`config.mk`:
```
export PLATFORM = sky130hd
export DESIGN_NAME = utf16_to_utf8_transcoder
export DESIGN_NICKNAME = d
export VERILOG_FILES = /design/src/rtl/core/u16u8_pkg.sv /design/src/rtl/core/u16u8_front.sv /design/src/rtl/core/u16u8_queue.sv /design/src/rtl/core/u16u8_back.sv /design/src/rtl/core/utf16_to_utf8_transcoder.sv
export SDC_FILE = /design/constraint.sdc
export NUM_CORES = 1
export LEC_CHECK = 0
export BUFFER_PORTS_ARGS = -buffer_cell sky130_fd_sc_hd__buf_2
export CAP_MARGIN = 20
export CORE_ASPECT_RATIO = 0.75
export CORE_MARGIN = 5
export CORE_UTILIZATION = 35
export CTS_BUF_LIST = sky130_fd_sc_hd__clkbuf_8
export DETAILED_ROUTE_END_ITERATION = 10
export PLACE_DENSITY = 0.57
export SLEW_MARGIN = 20
export SYNTH_ARGS = -nofsm -noshare
export SYNTH_HDL_FRONTEND = slang
export SYNTH_SLANG_ARGS = --single-unit
```
`constraint.sdc`:
```
create_clock -name clk -period 3.45 [get_ports clk]
set_input_delay 0 -clock clk [delete_from_list [all_inputs] [get_ports clk]]
set_output_delay 0 -clock clk [all_outputs]
set_load 0.005 [all_outputs]
```
`src/rtl/core/u16u8_pkg.sv`:
```
`timescale 1ns / 1ps
// Shared types, constants and byte encoding functions of the UTF-16 to UTF-8 transcoder.
package u16u8_pkg;

  // Surrogate ranges and the replacement character.
  localparam logic [15:0] HIGH_FIRST   = 16'hD800;
  localparam logic [15:0] HIGH_LAST    = 16'hDBFF;
  localparam logic [15:0] LOW_FIRST    = 16'hDC00;
  localparam logic [15:0] LOW_LAST     = 16'hDFFF;
  localparam logic [20:0] REPLACEMENT  = 21'h00FFFD;
  localparam logic [20:0] SUPP_BASE    = 21'h010000;

  // Encoded length minus one for each UTF-8 form.
  localparam logic [1:0] LEN_ONE   = 2'd0;
  localparam logic [1:0] LEN_TWO   = 2'd1;
  localparam logic [1:0] LEN_THREE = 2'd2;
  localparam logic [1:0] LEN_FOUR  = 2'd3;

  // Depth of the job queue between the front and the back.
  localparam int QDEPTH = 4;
  localparam int QPTR_W = $clog2(QDEPTH);

  typedef struct packed {
    logic [15:0] code_unit;
    logic        string_end;
  } in_item_t;

  typedef struct packed {
    logic [7:0] out_byte;
    logic       run_last;
    logic       string_done;
  } out_item_t;

  // One classified input item: an optional U+FFFD first, then an optional code point.
  typedef struct packed {
    logic        fffd_first;
    logic        has_cp;
    logic [20:0] cp;
    logic [1:0]  len_m1;
    logic        str_end;
  } job_t;

  // Number of UTF-8 bytes of a code point, minus one.
  function automatic logic [1:0] utf8_len_m1(input logic [20:0] cp);
    logic [1:0] len;
    if (cp[20:16] != 5'd0) begin
      len = LEN_FOUR;
    end else if (cp[15:11] != 5'd0) begin
      len = LEN_THREE;
    end else if (cp[10:7] != 4'd0) begin
      len = LEN_TWO;
    end else begin
      len = LEN_ONE;
    end
    return len;
  endfunction

  // Byte number idx of the UTF-8 form of a code point.
  function automatic logic [7:0] utf8_byte(input logic [20:0] cp, input logic [1:0] len_m1,
                                           input logic [1:0] idx);
    logic [7:0] b;
    b = 8'h00;
    unique case (len_m1)
      LEN_ONE: begin
        b = {1'b0, cp[6:0]};
      end
      LEN_TWO: begin
        b = (idx == 2'd0) ? {3'b110, cp[10:6]} : {2'b10, cp[5:0]};
      end
      LEN_THREE: begin
        unique case (idx)
          2'd0:    b = {4'b1110, cp[15:12]};
          2'd1:    b = {2'b10, cp[11:6]};
          default: b = {2'b10, cp[5:0]};
        endcase
      end
      default: begin
        unique case (idx)
          2'd0:    b = {5'b11110, cp[20:18]};
          2'd1:    b = {2'b10, cp[17:12]};
          2'd2:    b = {2'b10, cp[11:6]};
          default: b = {2'b10, cp[5:0]};
        endcase
      end
    endcase
    return b;
  endfunction

endpackage

```
`src/rtl/core/u16u8_front.sv`:
```
`timescale 1ns / 1ps
// Front end: accepts code units, pairs surrogates and classifies each item into a job.
module u16u8_front (
  input  logic                clk,
  input  logic                rst_n,
  input  logic                in_push,
  output logic                in_full,
  input  u16u8_pkg::in_item_t in_item,
  input  logic                q_full,
  output logic                q_wr,
  output u16u8_pkg::job_t     q_wr_job
);

  logic       high_pending_r, high_pending_nxt;
  logic [9:0] held_r, held_nxt;
  logic       accept;
  logic       is_high;
  logic       is_low;
  logic [20:0] cp;
  logic        has_cp;
  logic        fffd_first;

  assign in_full = q_full;
  assign accept  = in_push && !q_full;

  // Surrogate classification of the incoming unit.
  assign is_high = (in_item.code_unit >= u16u8_pkg::HIGH_FIRST) &&
                   (in_item.code_unit <= u16u8_pkg::HIGH_LAST);
  assign is_low  = (in_item.code_unit >= u16u8_pkg::LOW_FIRST) &&
                   (in_item.code_unit <= u16u8_pkg::LOW_LAST);

  // Decide which code points this item produces and what stays held.
  always_comb begin
    fffd_first       = 1'b0;
    has_cp           = 1'b0;
    cp               = {5'd0, in_item.code_unit};
    high_pending_nxt = high_pending_r;
    held_nxt         = held_r;
    if (accept) begin
      if (high_pending_r && is_low) begin
        has_cp           = 1'b1;
        cp               = u16u8_pkg::SUPP_BASE + {1'b0, held_r, in_item.code_unit[9:0]};
        high_pending_nxt = 1'b0;
        held_nxt         = 10'd0;
      end else begin
        fffd_first       = high_pending_r;
        high_pending_nxt = 1'b0;
        held_nxt         = 10'd0;
        if (is_high) begin
          if (in_item.string_end) begin
            has_cp = 1'b1;
            cp     = u16u8_pkg::REPLACEMENT;
          end else begin
            high_pending_nxt = 1'b1;
            held_nxt         = in_item.code_unit[9:0];
          end
        end else if (is_low) begin
          has_cp = 1'b1;
          cp     = u16u8_pkg::REPLACEMENT;
        end else begin
          has_cp = 1'b1;
        end
      end
    end
  end

  // A job is queued only when the item yields at least one byte.
  assign q_wr                = accept && (fffd_first || has_cp);
  assign q_wr_job.fffd_first = fffd_first;
  assign q_wr_job.has_cp     = has_cp;
  assign q_wr_job.cp         = cp;
  assign q_wr_job.len_m1     = u16u8_pkg::utf8_len_m1(cp);
  assign q_wr_job.str_end    = in_item.string_end;

  // Held surrogate state.
  always_ff @(posedge clk) begin
    if (!rst_n) begin
      high_pending_r <= 1'b0;
      held_r         <= 10'd0;
    end else begin
      high_pending_r <= high_pending_nxt;
      held_r         <= held_nxt;
    end
  end

  // Nothing stays held once a string has ended.
  a_end_clears: assert property (@(posedge clk) disable iff (!rst_n)
    (accept && in_item.string_end) |=> !high_pending_r)
    else $error("surrogate still held after end of string");

  // Every end-of-string item queues a job.
  a_end_queues: assert property (@(posedge clk) disable iff (!rst_n)
    (accept && in_item.string_end) |-> q_wr)
    else $error("end-of-string item produced no job");

endmodule

```
`src/rtl/core/u16u8_queue.sv`:
```
`timescale 1ns / 1ps
// Short job queue that decouples the front end from the byte sequencer.
module u16u8_queue (
  input  logic            clk,
  input  logic            rst_n,
  input  logic            wr_en,
  input  u16u8_pkg::job_t wr_job,
  output logic            full,
  input  logic            rd_en,
  output logic            empty,
  output u16u8_pkg::job_t rd_job
);

  localparam logic [u16u8_pkg::QPTR_W:0] DEPTH_C = (u16u8_pkg::QPTR_W + 1)'(u16u8_pkg::QDEPTH);

  u16u8_pkg::job_t                slot_r [u16u8_pkg::QDEPTH];
  logic [u16u8_pkg::QPTR_W-1:0]   wr_ptr_r, wr_ptr_nxt;
  logic [u16u8_pkg::QPTR_W-1:0]   rd_ptr_r, rd_ptr_nxt;
  logic [u16u8_pkg::QPTR_W:0]     count_r, count_nxt;
  logic                           do_wr;
  logic                           do_rd;

  assign full   = (count_r == DEPTH_C);
  assign empty  = (count_r == '0);
  assign rd_job = slot_r[rd_ptr_r];
  assign do_wr  = wr_en && !full;
  assign do_rd  = rd_en && !empty;

  // Pointer and occupancy update.
  always_comb begin
    wr_ptr_nxt = do_wr ? wr_ptr_r + 1'b1 : wr_ptr_r;
    rd_ptr_nxt = do_rd ? rd_ptr_r + 1'b1 : rd_ptr_r;
    count_nxt  = count_r;
    if (do_wr && !do_rd) begin
      count_nxt = count_r + 1'b1;
    end else if (do_rd && !do_wr) begin
      count_nxt = count_r - 1'b1;
    end
  end

  always_ff @(posedge clk) begin
    if (!rst_n) begin
      wr_ptr_r <= '0;
      rd_ptr_r <= '0;
      count_r  <= '0;
    end else begin
      wr_ptr_r <= wr_ptr_nxt;
      rd_ptr_r <= rd_ptr_nxt;
      count_r  <= count_nxt;
    end
  end

  // Job storage.
  always_ff @(posedge clk) begin
    if (do_wr) begin
      slot_r[wr_ptr_r] <= wr_job;
    end
  end

  // Occupancy never exceeds the depth.
  a_count_bound: assert property (@(posedge clk) disable iff (!rst_n)
    count_r <= DEPTH_C)
    else $error("job queue overfilled");

  // A lone read lowers the occupancy by one.
  a_read_drains: assert property (@(posedge clk) disable iff (!rst_n)
    (do_rd && !do_wr) |=> (count_r == $past(count_r) - 1'b1))
    else $error("job queue occupancy wrong after read");

endmodule

```
`src/rtl/core/u16u8_back.sv`:
```
`timescale 1ns / 1ps
// Back end: queued jobs to UTF-8 bytes in an output register, one per cycle with room.
module u16u8_back (
  input  logic                 clk,
  input  logic                 rst_n,
  input  logic                 q_empty,
  input  u16u8_pkg::job_t      q_job,
  output logic                 q_rd,
  output logic                 out_empty,
  input  logic                 out_pop,
  output u16u8_pkg::out_item_t out_item
);

  logic                 in_cp_r, in_cp_nxt;
  logic [1:0]           idx_r, idx_nxt;
  logic                 out_valid_r, out_valid_nxt;
  u16u8_pkg::out_item_t out_r, out_nxt;
  logic                 adv;
  logic                 in_cp;
  logic                 last;
  logic [7:0]           cur_byte;

  assign out_empty = !out_valid_r;
  assign out_item  = out_r;

  // A byte moves forward when a job waits and the output register is free or drains.
  assign adv   = !q_empty && (!out_valid_r || out_pop);
  assign in_cp = in_cp_r || !q_job.fffd_first;

  // Current byte and whether it closes the job.
  always_comb begin
    if (in_cp) begin
      cur_byte = u16u8_pkg::utf8_byte(q_job.cp, q_job.len_m1, idx_r);
      last     = (idx_r == q_job.len_m1);
    end else begin
      cur_byte = u16u8_pkg::utf8_byte(u16u8_pkg::REPLACEMENT, u16u8_pkg::LEN_THREE, idx_r);
      last     = (idx_r == u16u8_pkg::LEN_THREE) && !q_job.has_cp;
    end
  end

  assign q_rd = adv && last;

  // Sequencer and output register next state.
  always_comb begin
    in_cp_nxt     = in_cp_r;
    idx_nxt       = idx_r;
    out_valid_nxt = out_valid_r;
    out_nxt       = out_r;
    if (adv) begin
      out_valid_nxt       = 1'b1;
      out_nxt.out_byte    = cur_byte;
      out_nxt.run_last    = last;
      out_nxt.string_done = last && q_job.str_end;
      if (last) begin
        in_cp_nxt = 1'b0;
        idx_nxt   = 2'd0;
      end else if (!in_cp && (idx_r == u16u8_pkg::LEN_THREE)) begin
        in_cp_nxt = 1'b1;
        idx_nxt   = 2'd0;
      end else begin
        idx_nxt = idx_r + 1'b1;
      end
    end else if (out_pop) begin
      out_valid_nxt = 1'b0;
    end
  end

  always_ff @(posedge clk) begin
    if (!rst_n) begin
      in_cp_r     <= 1'b0;
      idx_r       <= 2'd0;
      out_valid_r <= 1'b0;
    end else begin
      in_cp_r     <= in_cp_nxt;
      idx_r       <= idx_nxt;
      out_valid_r <= out_valid_nxt;
    end
  end

  always_ff @(posedge clk) begin
    out_r <= out_nxt;
  end

  // A job leaves the queue exactly with the byte that carries run_last.
  a_pop_with_last: assert property (@(posedge clk) disable iff (!rst_n)
    q_rd |=> (out_valid_r && out_r.run_last))
    else $error("job retired without its last byte");

  // string_done only ever comes with run_last.
  a_done_is_last: assert property (@(posedge clk) disable iff (!rst_n)
    (out_valid_r && out_r.string_done) |-> out_r.run_last)
    else $error("string_done without run_last");

endmodule

```
`src/rtl/core/utf16_to_utf8_transcoder.sv`:
```
`timescale 1ns / 1ps
// Top level of the UTF-16 to UTF-8 transcoder.
// Each transfer in is one UTF-16 code unit; each transfer out is one UTF-8 byte, with
// run_last on the last byte of an input item and string_done on the final byte of a
// string. The front end takes one unit per cycle unless the queue is full and puts a
// job in the four-entry queue for each unit that yields bytes; the back end, which sets
// the sustained rate, emits one byte per cycle while a job waits and the output has
// room. An item yields 0 bytes for a held high surrogate, 1 to 3 for a BMP unit, 4 for
// a surrogate pair, up to 6 when a dangling high surrogate is flushed as U+FFFD first.
// A lone surrogate, or a high surrogate at the end of a string, becomes EF BF BD.
module utf16_to_utf8_transcoder (
  input  logic                 clk,
  input  logic                 rst_n,
  input  logic                 in_push,
  output logic                 in_full,
  input  u16u8_pkg::in_item_t  in_item,
  output logic                 out_empty,
  input  logic                 out_pop,
  output u16u8_pkg::out_item_t out_item
);

  logic            q_wr;
  logic            q_full;
  logic            q_rd;
  logic            q_empty;
  u16u8_pkg::job_t q_wr_job;
  u16u8_pkg::job_t q_rd_job;

  u16u8_front u_front (
    .clk      (clk),
    .rst_n    (rst_n),
    .in_push  (in_push),
    .in_full  (in_full),
    .in_item  (in_item),
    .q_full   (q_full),
    .q_wr     (q_wr),
    .q_wr_job (q_wr_job)
  );

  u16u8_queue u_queue (
    .clk    (clk),
    .rst_n  (rst_n),
    .wr_en  (q_wr),
    .wr_job (q_wr_job),
    .full   (q_full),
    .rd_en  (q_rd),
    .empty  (q_empty),
    .rd_job (q_rd_job)
  );

  u16u8_back u_back (
    .clk       (clk),
    .rst_n     (rst_n),
    .q_empty   (q_empty),
    .q_job     (q_rd_job),
    .q_rd      (q_rd),
    .out_empty (out_empty),
    .out_pop   (out_pop),
    .out_item  (out_item)
  );

endmodule
```
# == After elaboration in Yosys (flattened, before gate mapping) ==
# Memory sizes are Yosys's and may differ from the RTL's. A register that Yosys moved wholly into a read port is not among the register bits.
# Index checks and enable logic that the tools add are counted.
# totals
output_inout_bits,12
wordCells,102
ramBits,104
reg_bits,32
n_memories,1
inputBits,21
# memory_table
name,depth,width,rd,rd_clocked_by_memory_dff,write_ports,line_no,rtl
u_queue.slot_r,4,26,1,1,1,u16u8_queue.sv:16,u16u8_pkg::job_t slot_r [u16u8_pkg::QDEPTH];
# op_classes
n_eq_ne,6
mux,39
n_lt_le_gt_ge,4
reduce_logical,35
add_sub_neg,6
# ops
cell,n
2-to-1 mux 21 bit,3
"greater-or-equal comparator 16 bit, second input constant",2
"<= comparator 16 bit, second input constant",2
2-to-1 mux 16 bit,2
2-to-1 mux 10 bit,3
case mux 7 bit (2 select lines),2
case mux 8 bit (3 select lines),1
"adder 17 x 20 -> 21 bit, first input constant",1
case mux 7 bit (3 select lines),1
2-to-1 mux 1 bit,17
logical AND 1 bit,14
2-to-1 mux 2 bit,6
nonzero test 5 bit,2
logical NOT 1 bit,8
2-to-1 mux 8 bit,1
2-to-1 mux 7 bit,1
"adder 2 x 1 -> 2 bit, second input constant",3
2-to-1 mux 3 bit,2
nonzero test 2 bit,3
"== test 2 x 1 -> 1 bit, second input constant",2
"== test 2 bit, second input constant",2
logical NOT 2 bit,2
nonzero test 4 bit,1
"adder 3 x 1 -> 3 bit, second input constant",1
6 further kinds,8

# == Logic depth before layout (Yosys ltp) ==
# Gate-level depths: netlist (run 1).
# depth
word_depth,12
mapped_depth,13

# == Cells and area by module ==
# From an unflattened synthesis (run 1), not the netlist that was laid out.
# hier_totals
cells_unflattened,405
area_unflattened_um2,6128.4
# modules_own_cells
mod,n_inst,area_per_inst_um2,cells_per_inst,seq_area_each_um2
u16u8_queue,1,4257.8,184,3303.2
u16u8_back,1,1063.5,110,380.4
u16u8_front,1,807.0,111,220.2

# == Least setup slack after synthesis (run 1) ==
# No wires, ideal clock.
# synth_timing
path_type,reg2reg
start,register with a tool-made name
end,register u_queue.count_r[2] in the netlist's numbering
arrival_ps,2925
period_less_slack_ps,2995
slack_ps,455
stages_incl_launch_ff,13
path_buffers,1
required_time_ps,3380
setup_time_ps,70
cell_sequence,dfxtp_1 > buf_4 > mux4_2 > xnor2_2 > a31oi_1 > nor2_1 > inv_1 > ha_1 > inv_1 > fa_1 > xor2_1 > or3_1 > a21oi_1
# synth_lines
item,line_no,rtl
"end signal, assigned",u16u8_queue.sv:49,count_r <= count_nxt;
"end, declared",u16u8_queue.sv:19,"logic [u16u8_pkg::QPTR_W:0] count_r, count_nxt;"

==> summary.md, run 1 <==
| Metric | Value |
|---|---|
| Final ANT Viol Nets | `0` |
| Max Fclk | `0.310 GHz` |
| Synth Instances | `398` |
| CP endpoint kind | `register` |
| Least-Margin Pin Slew | `0.891 ns` |
| Port bufs | `32` |
| Routed wire length | `12800 µm` |
| Initial DRC Count | `243` |
| Horiz. Die Dim | `161 µm` |
| Diode count | `0` |
| Hold Vio Cnt, Final | `0` |
| RSZ-0062 raised after global routing | `false` |
| Most common cell in the netlist | `edfxtp_1` |
| Post-synth EDFFs | `114` |
| Placer Congestion | `0.781` |
| Cts bufs inserted | `17` |
| Maximum number of pins on one net before global-route repair | `27` |
| Async SR Flop Fraction | `0%` |
| Synth top cells by count | `edfxtp_1 (114), mux4_2 (28), nor2_1 (25)` |
| HPWL after DPL | `8830 µm` |
| Initial core utilization | `35.6%` |
| Die height | `123 µm` |
| Startpoint types | `register` |
| CP max stage cell | `mux4_2` |
| DRC errors left | `0` |
| First-pass GRT wire length | `20300 µm` |
| Worst Path Max Fanout | `7` |
| Tmin final | `3.23 ns` |
| Worst hold slack | `0.0478 ns` |
| Top post-synthesis cells by area | `edfxtp_1 (57%), mux4_2 (11%), dfxtp_1 (8.1%), nor2_1 (1.6%), a21oi_1 (1.4%)` |
| CP required | `3.81 ns` |
| Syn-to-layout area delta | `16.6%` |
| Synth Register Bits | `138` |
| Clock transition at path regs | `0.08 ns` |
| P_leak | `0.00239 µW` |
| Max Slew Vio Count | `0` |
| Worst skew pair latency | `0.44 ns` |
| Hold-fix buffers, CTS | `16` |
| Max transition margin | `40.4%` |
| Row count | `41` |
| Critical Path, Cell by Cell | `mux4_2, xnor2_2, a31oi_1, nor2_1, inv_1, ha_1, inv_1, fa_1, xor2_1, or3_1, a21oi_1` |
| DR pass1 iterations | `4` |
| Slowest stage delay, CP | `0.57 ns` |
| Setup TNS | `0 ns` |
| Die ar. | `19800 µm²` |
| GRT Overall Usage | `13.8%` |
| # fillers | `1513` |
| Post-layout util | `41.5%` |
| Antenna violations before repair | `0` |
| Final setup violation count | `0` |
| Root buf cell | `clkbuf_8` |
| Synthesized area per cell | `15.0 µm²` |
| Crit share post-route | `93.6%` |
| Final std cells w/o fill | `686` |
| Resized Gates After CTS | `0` |
| Io pins | `33` |
| Layout cells sized above 1 | `27.6%` |
| Worst Hold Class | `in -> reg` |
| Clock tree buffer depth | `2` |
| H-tree levels | `4` |
| Final-stage net count | `486` |
| Synthesized cell area | `5970 µm²` |
| Crit path top cell by count | `inv_1` |
| Max Cap Viol | `0` |
| Post-synth top area share | `57.4%` |
| TritonCTS clock tree | `yes` |
| Worst Setup Path Type | `reg -> reg` |
| Placed cells | `638` |
| Clock Sinks | `138` |
| Outcome | `finished clean` |
| Sequential area share after synthesis | `65.4%` |
| Syn_nets | `426` |
| Main synth FF type | `edfxtp_1` |
| Vias/cell | `5.16` |
| Synth area leader | `edfxtp_1` |
| Max VDD drop | `0.000313 V` |
| Vias in the first global route | `3552` |
| Post-CTS Setup Repair Bufs | `0` |
| Yosys cell types | `61` |
| Cell Pwr Density | `664 nW/µm²` |
| Routed length per instance | `18.7 µm` |
| Gr ovfl total | `0` |
| Synth Warn # | `0` |
| Routed vias | `3539` |
| Crit path arrival time | `3.59 ns` |
| Clock Skew | `0.0103 ns` |
| Core area | `16800 µm²` |
## kinds of logic after synthesis
group,synth area share [%]
compound gates,8.28
xor+xnor,1.28
fa+ha+maj,1.59
buf+inv,3.00
flops,65.4
mux,11.6
simple gates,8.83
## cell usage in the layout, fill, tap and decap left out, drive strengths merged, types with 4 or more instances in the layout
| cell type | synthesis | layout |
|---|---|---|
| mux2i | 5 | 5 |
| nor3 | 7 | 7 |
| a22oi | 9 | 9 |
| o31ai | 4 | 4 |
| or2 | 14 | 14 |
| o21ai | 14 | 14 |
| dlygate4sd3 | 0 | 16 |
| dfxtp | 24 | 24 |
| mux4 | 28 | 28 |
| nand3 | 7 | 7 |
| nor2 | 25 | 25 |
| nor2b | 7 | 7 |
| edfxtp | 114 | 114 |
| a211oi | 4 | 4 |
| a21oi | 17 | 17 |
| buf | 10 | 45 |
| o31a | 5 | 5 |
| xnor2 | 4 | 4 |
| clkbuf | 10 | 17 |
| ha | 6 | 6 |
| nand2 | 18 | 18 |
| inv | 19 | 23 |
| clkinv | 1 | 8 |
## state kept, by name, indices dropped and copies added (netlist names), named ones only
name / count
u_front.high_pending_r: 1
u_back.out_valid_r: 1
u_queue.rd_ptr_r: 2
u_queue.wr_ptr_r: 2
u_back.idx_r: 2
u_queue.count_r: 3
u_back.in_cp_r: 1
u_front.held_r: 10
u_back.out_item: 10
u_queue.slot_r: 104
## metrics by stage
stage / worst slack, ns / total power, µW / cell area, µm²
floorplan: 0.455 / 3000 / 5970
global placement: 0.338 / 3350 / 6410
finish: 0.220 / 4620 / 6960
detailed placement: 0.225 / 3380 / 6410
CTS: 0.215 / 4670 / 6960
global route: 0.0367 / 4880 / 6960
## worst max-delay path: cells and delay by family (launching register included)
kind	cells	cell delay [ns]
adder cells (fa/ha/maj)	2	0.62
AO/OA/AOI/OAI	2	0.61
multiplexers	1	0.57
AND/OR/NAND/NOR	2	0.46
flip-flops	1	0.40
XOR/XNOR	2	0.33
buffers and inverters	2	0.16
## where the power goes
part | internal, µW | leakage [µW] | switching (µW) | total (µW)
combinational | 479 | 0.000935 | 674 | 1150
sequential | 2110 | 0.00126 | 84.8 | 2190
clock | 642 | 0.000198 | 636 | 1280
total | 3230 | 0.00239 | 1390 | 4620
## cell type report
| type | count | area, µm² | share of cell area (%) |
|---|---|---|---|
| multi-input combinational | 220 | 1910 | 27.4 |
| clock buffer | 17 | 234 | 3.36 |
| timing repair buffer | 61 | 418 | 6.01 |
| sequential | 138 | 3910 | 56.1 |
| clock inverter | 15 | 151 | 2.18 |
| tap | 215 | 269 | 3.87 |
| inverter | 20 | 75.1 | 1.08 |
## final timing paths
path              cells after the start                     to          startpoint  slack (ns)
setup / recovery                     11     u_queue.count_r[2]            register        0.22
hold / removal                        2  u_queue.slot_r[2][18]         in_item[16]        0.05
setup reg to reg                     11     u_queue.count_r[2]            register        0.22
hold reg to reg                       2     u_back.out_valid_r  u_back.out_valid_r        0.48
## per-layer routing
metal,global-route usage [%],vias to the layer above,routed length [µm]
met5,0,-,0
li1,-,1656,-
met3,3.83,4,663
met1,20.1,1779,6490
met2,20.2,100,5650
met4,4.05,0,37
Power figures use the tool's default switching activity.
==> run 2: changes to the inputs <==
--- a/config.mk
+++ b/config.mk
@@ -12,7 +12,7 @@
 export CORE_UTILIZATION = 35
 export CTS_BUF_LIST = sky130_fd_sc_hd__clkbuf_8
 export DETAILED_ROUTE_END_ITERATION = 10
-export PLACE_DENSITY = 0.57
+export PLACE_DENSITY = 0.5
 export SLEW_MARGIN = 20
 export SYNTH_ARGS = -nofsm -noshare
 export SYNTH_HDL_FRONTEND = slang
==> summary.md, run 2 (synthesized netlist as in run 1, its figures left out) <==
| Metric | Value |
|---|---|
| # fillers | `1510` |
| Routed length per instance | `18.6 µm` |
| P_leak | `0.00243 µW` |
| Cell Pwr Density | `677 nW/µm²` |
| Least-Margin Pin Slew | `0.788 ns` |
| Vias/cell | `5.09` |
| Maximum number of pins on one net before global-route repair | `27` |
| Placer Congestion | `0.778` |
| H-tree levels | `4` |
| Max Slew Vio Count | `0` |
| Vias in the first global route | `3440` |
| Setup TNS | `0 ns` |
| Resized Gates After CTS | `0` |
| Commonest cells after routing, fill and taps aside | `edfxtp_1 (114), buf_2 (32), mux4_2 (28)` |
| Outcome | `finished clean` |
| Horiz. Die Dim | `161 µm` |
| Crit path arrival time | `3.31 ns` |
| HPWL after DPL | `8730 µm` |
| Die ar. | `19800 µm²` |
| Tmin final | `2.95 ns` |
| Final-stage net count | `489` |
| Layout cells sized above 1 | `27.8%` |
| Clock Sinks | `138` |
| Syn-to-layout area delta | `17.9%` |
| Routed wire length | `12800 µm` |
| TritonCTS clock tree | `yes` |
| Final setup violation count | `0` |
| Worst skew pair latency | `0.44 ns` |
| Clock transition at path regs | `0.07 ns` |
| Biggest register | `u_queue.slot_r` |
| Worst Hold Depth | `2` |
| Initial DRC Count | `206` |
| Hold Vio Cnt, Final | `0` |
| Core area | `16800 µm²` |
| Worst R2R Path Depth | `11` |
| Clock tree buffer depth | `2` |
| Max Cap Viol | `0` |
| Diode count | `0` |
| CP endpoint kind | `register` |
| Antenna violations before repair | `0` |
| Initial core utilization | `35.6%` |
| Post-layout util | `41.9%` |
| RSZ-0062 raised after global routing | `false` |
| Final ANT Viol Nets | `0` |
| Crit share post-route | `85.5%` |
| Worst Setup Path Type | `reg -> reg` |
| CP required | `3.81 ns` |
| Max transition margin | `47.4%` |
| Max VDD drop | `0.000246 V` |
| Worst Path Max Fanout | `5` |
| Die height | `123 µm` |
| Row count | `41` |
| Root buf cell | `clkbuf_8` |
| Port bufs | `32` |
| First-pass GRT wire length | `20000 µm` |
| GRT Overall Usage | `13.8%` |
| Startpoint types | `register` |
| DR pass1 iterations | `4` |
| Multi-input gate area | `1910 µm²` |
| Io pins | `33` |
| DRC errors left | `0` |
| Post-CTS Setup Repair Bufs | `0` |
| Clock Skew | `0.0109 ns` |
| Most common cell after layout, fill and taps aside | `edfxtp_1` |
| Max Fclk | `0.339 GHz` |
| Register area | `3910 µm²` |
| Cts bufs inserted | `17` |
| Max reg flops | `104` |
| Gr ovfl total | `0` |
| Worst Hold Class | `in -> reg` |
| Routed vias | `3509` |
==> run 2: cell types whose count changed in the layout (fill, tap and decap cells not counted) <==
cell and change:
dlygate4sd3_1 +1, clkinvlp_4 -1, inv_6 -3, clkinv_4 -2
buf_4 +2, inv_4 +2, bufinv_16 +2, clkbuf_8 +2
==> run 2: through the flow <==
stage / total power [µW] / cells / setup WS, ns / hold slack, ns / instance area (µm²)
floorplan: 3000 / 398 / 0.455 / 0.0989 / 5970
finish: 4760 / 689 / 0.500 / 0.0938 / 7030
CTS: 4820 / 689 / 0.483 / 0.0437 / 7030
detailed placement: 3370 / 640 / 0.507 / 0.278 / 6430
global route: 5030 / 689 / 0.364 / 0.0737 / 7030
global placement: 3360 / 640 / 0.556 / 0.263 / 6430
==> run 2: repair_timing <==
item,CTS,global route
endpoints found under the setup margin,0,0
hold buffers,17,0
hold endpoints to repair,75,0
==> run 2: worst paths after layout <==
| kind | startpoint | to | slack, ns |
|---|---|---|---|
| setup / recovery | register | u_queue.count_r[2] | 0.50 |
| hold / removal | in_item[11] | u_queue.slot_r[0][25] | 0.09 |
| setup reg to reg | register | u_queue.count_r[2] | 0.50 |
| hold reg to reg | u_back.out_valid_r | u_back.out_valid_r | 0.48 |
==> run 2: metal layers <==
| layer | vias to the layer above | GRT usage, % | share of wire (%) |
|---|---|---|---|
| met1 | 1746 | 19.9 | 49 |
| met4 | 0 | 4.16 | 0.57 |
| met3 | 6 | 3.87 | 6.6 |
| met5 | - | 0 | 0 |
| li1 | 1666 | - | - |
| met2 | 91 | 20.3 | 44 |
==> run 2: worst max-delay path, cell delays in order, from the launching register on <==
cell	delay, ns
dfxtp_2	0.41
mux4_2	0.57
xnor2_2	0.17
a31oi_1	0.25
nor2_1	0.10
inv_1	0.08
ha_1	0.18
inv_1	0.07
fa_1	0.43
xor2_1	0.17
or3_1	0.30
a21oi_1	0.14
==> run 2: layout make-up <==
class,instances,area share (%)
clock buffers,19,3.72
clock inverters,13,2.46
inverters,20,1.07
multi-input cells,220,27.1
flip-flops and latches,138,55.5
well taps,215,3.82
repair buffers,64,6.30
==> run 2: power by group <==
group          internal, µW  switching (µW)
registers              2110            93.2
logic                   479             656
clock network           820             605
total                  3410            1350
==> run 3: changes to the inputs <==
==> constraint.sdc (replaced) <==
create_clock -name clk -period 2.9 [get_ports clk]
set_input_delay 0 -clock clk [delete_from_list [all_inputs] [get_ports clk]]
set_output_delay 0 -clock clk [all_outputs]
set_load 0.005 [all_outputs]
==> summary.md, run 3 (synthesized netlist as in run 1, its figures left out) <==
| Metric | Value |
|---|---|
| Clock transition at path regs | `0.09 ns` |
| Max Cap Viol | `0` |
| HPWL after DPL | `9310 µm` |
| Max Fclk | `0.364 GHz` |
| CP required | `3.26 ns` |
| Routed wl met3 | `566 µm` |
| Die height | `123 µm` |
| Max VDD drop | `0.000319 V` |
| Top routing layer in use | `met4` |
| Final ANT Viol Nets | `0` |
| Horiz. Die Dim | `161 µm` |
| Final-stage net count | `494` |
| Diode count | `0` |
| First-pass GRT wire length | `21200 µm` |
| Commonest cells after routing, fill and taps aside | `edfxtp_1 (114), buf_2 (32), mux4_2 (28)` |
| Startpoint types | `register` |
| P_leak | `0.00241 µW` |
| Max reg flops | `104` |
| # fillers | `1525` |
| GRT Overall Usage | `14.3%` |
| Placer Congestion | `0.782` |
| Worst skew pair latency | `0.44 ns` |
| Routed vias | `3551` |
| Max Slew Vio Count | `0` |
| Metal2 WL | `5690 µm` |
| Least-Margin Pin Slew | `0.843 ns` |
| H-tree levels | `4` |
| Critical Path, Cell by Cell | `mux4_2, xnor2_2, a31oi_4, nor2_2, inv_1, ha_2, inv_2, fa_2, xor2_1, or3_1, a21oi_1` |
| Setup TNS | `0 ns` |
| Vias/cell | `5.12` |
| Cts bufs inserted | `17` |
| Hold Vio Cnt, Final | `0` |
| Outcome | `finished clean` |
| Cell Pwr Density | `783 nW/µm²` |
| Routed length per instance | `19.4 µm` |
| Initial core utilization | `35.6%` |
| Biggest register | `u_queue.slot_r` |
| Final Cell Area | `7030 µm²` |
| Syn-to-layout area delta | `17.8%` |
| Row count | `41` |
| Clock Sinks | `138` |
| Clock Skew | `0.00878 ns` |
| Worst Hold Class | `in -> reg` |
| Post-layout util | `41.9%` |
| Dpl cell area | `6460 µm²` |
| Gr ovfl total | `0` |
| Maximum number of pins on one net before global-route repair | `24` |
| Crit share post-route | `94.6%` |
| Final setup violation count | `0` |
| DRC errors left | `0` |
| Crit path arrival time | `3.11 ns` |
| TritonCTS clock tree | `yes` |
| RSZ-0062 raised after global routing | `false` |
| Worst Setup Path Type | `reg -> reg` |
| Routed wire length | `13400 µm` |
| Worst Path Max Fanout | `6` |
| Most common cell after layout, fill and taps aside | `edfxtp_1` |
| Core area | `16800 µm²` |
| Antenna violations before repair | `0` |
| CP max stage cell | `mux4_2` |
| Tmin final | `2.74 ns` |
| Root buf cell | `clkbuf_8` |
| M1 WL | `7140 µm` |
| Clock tree buffer depth | `2` |
| CP endpoint kind | `register` |
| DR pass1 iterations | `5` |
| Io pins | `33` |
| Port bufs | `32` |
| Layout cells sized above 1 | `30.1%` |
| Initial DRC Count | `245` |
| Vias in the first global route | `3647` |
| Die ar. | `19800 µm²` |
| Slowest stage delay, CP | `0.57 ns` |
| Max transition margin | `43.7%` |
run 3: cell types whose count changed in the layout (fill, tap and decap cells not counted), sizes merged:
cell and delta:
clkbuf -2, bufinv -4, clkinv -2, clkinvlp +2, inv +6, buf +5
run 3: cell type report:
class                      count  area [µm²]  area share, %
sequential                   138        3910           55.6
multi-input combinational    220        1920           27.3
timing repair buffer          69         493           7.01
tap                          215         269           3.83
clock buffer                  17         234           3.33
clock inverter                15         134           1.90
inverter                      20        75.1           1.07
run 3: timing repair:
item	in CTS	in global routing
hold endpoints to repair	67	1
buffers inserted	0	3
hold buffers	16	1
setup endpoints to repair	0	2
resized for setup	0	5
run 3: where the power goes:
group	internal [µW]	total (µW)	switching, µW
Combinational	600	1430	829
Sequential	2510	2610	103
Clock	627	1470	839
run 3: worst paths after layout:
path / from / endpoint / slack [ns] / depth (start not counted)
worst min-delay path: in_item[11] / u_front.held_r[7] / 0.06 / 4
worst max-delay path: register / u_queue.count_r[2] / 0.16 / 11
worst min register to register: u_back.out_valid_r / u_back.out_valid_r / 0.48 / 2
worst max register to register: register / u_queue.count_r[2] / 0.16 / 11
run 3: metrics by stage:
| stage | hold WS, ns | setup WS (ns) | total power [µW] | cells |
|---|---|---|---|---|
| after floorplan | 0.0989 | 0.0311 | 3580 | 398 |
| after global placement | 0.254 | 0.0465 | 4030 | 642 |
| after detailed placement | 0.267 | 0.0209 | 4060 | 642 |
| after CTS | 0.000379 | 0.00297 | 5550 | 690 |
| after global routing | 0.0561 | 0.0119 | 5830 | 694 |
| final | 0.0633 | 0.155 | 5500 | 694 |
run 3: per-layer routing:
layer  GRT usage [%]  vias up
met2            20.9       87
met3            3.77        8
met5               0        -
met1            21.6     1776
li1                -     1680
met4            2.98        0
run 3: worst max-delay path, delay by kind of cell (launching register included):
family	cells	cell delay, ns
AO/OA/AOI/OAI	2	0.31
XOR/XNOR	2	0.35
adder cells (fa/ha/maj)	2	0.55
buffers and inverters	2	0.11
flip-flops	1	0.41
multiplexers	1	0.57
AND/OR/NAND/NOR	2	0.36
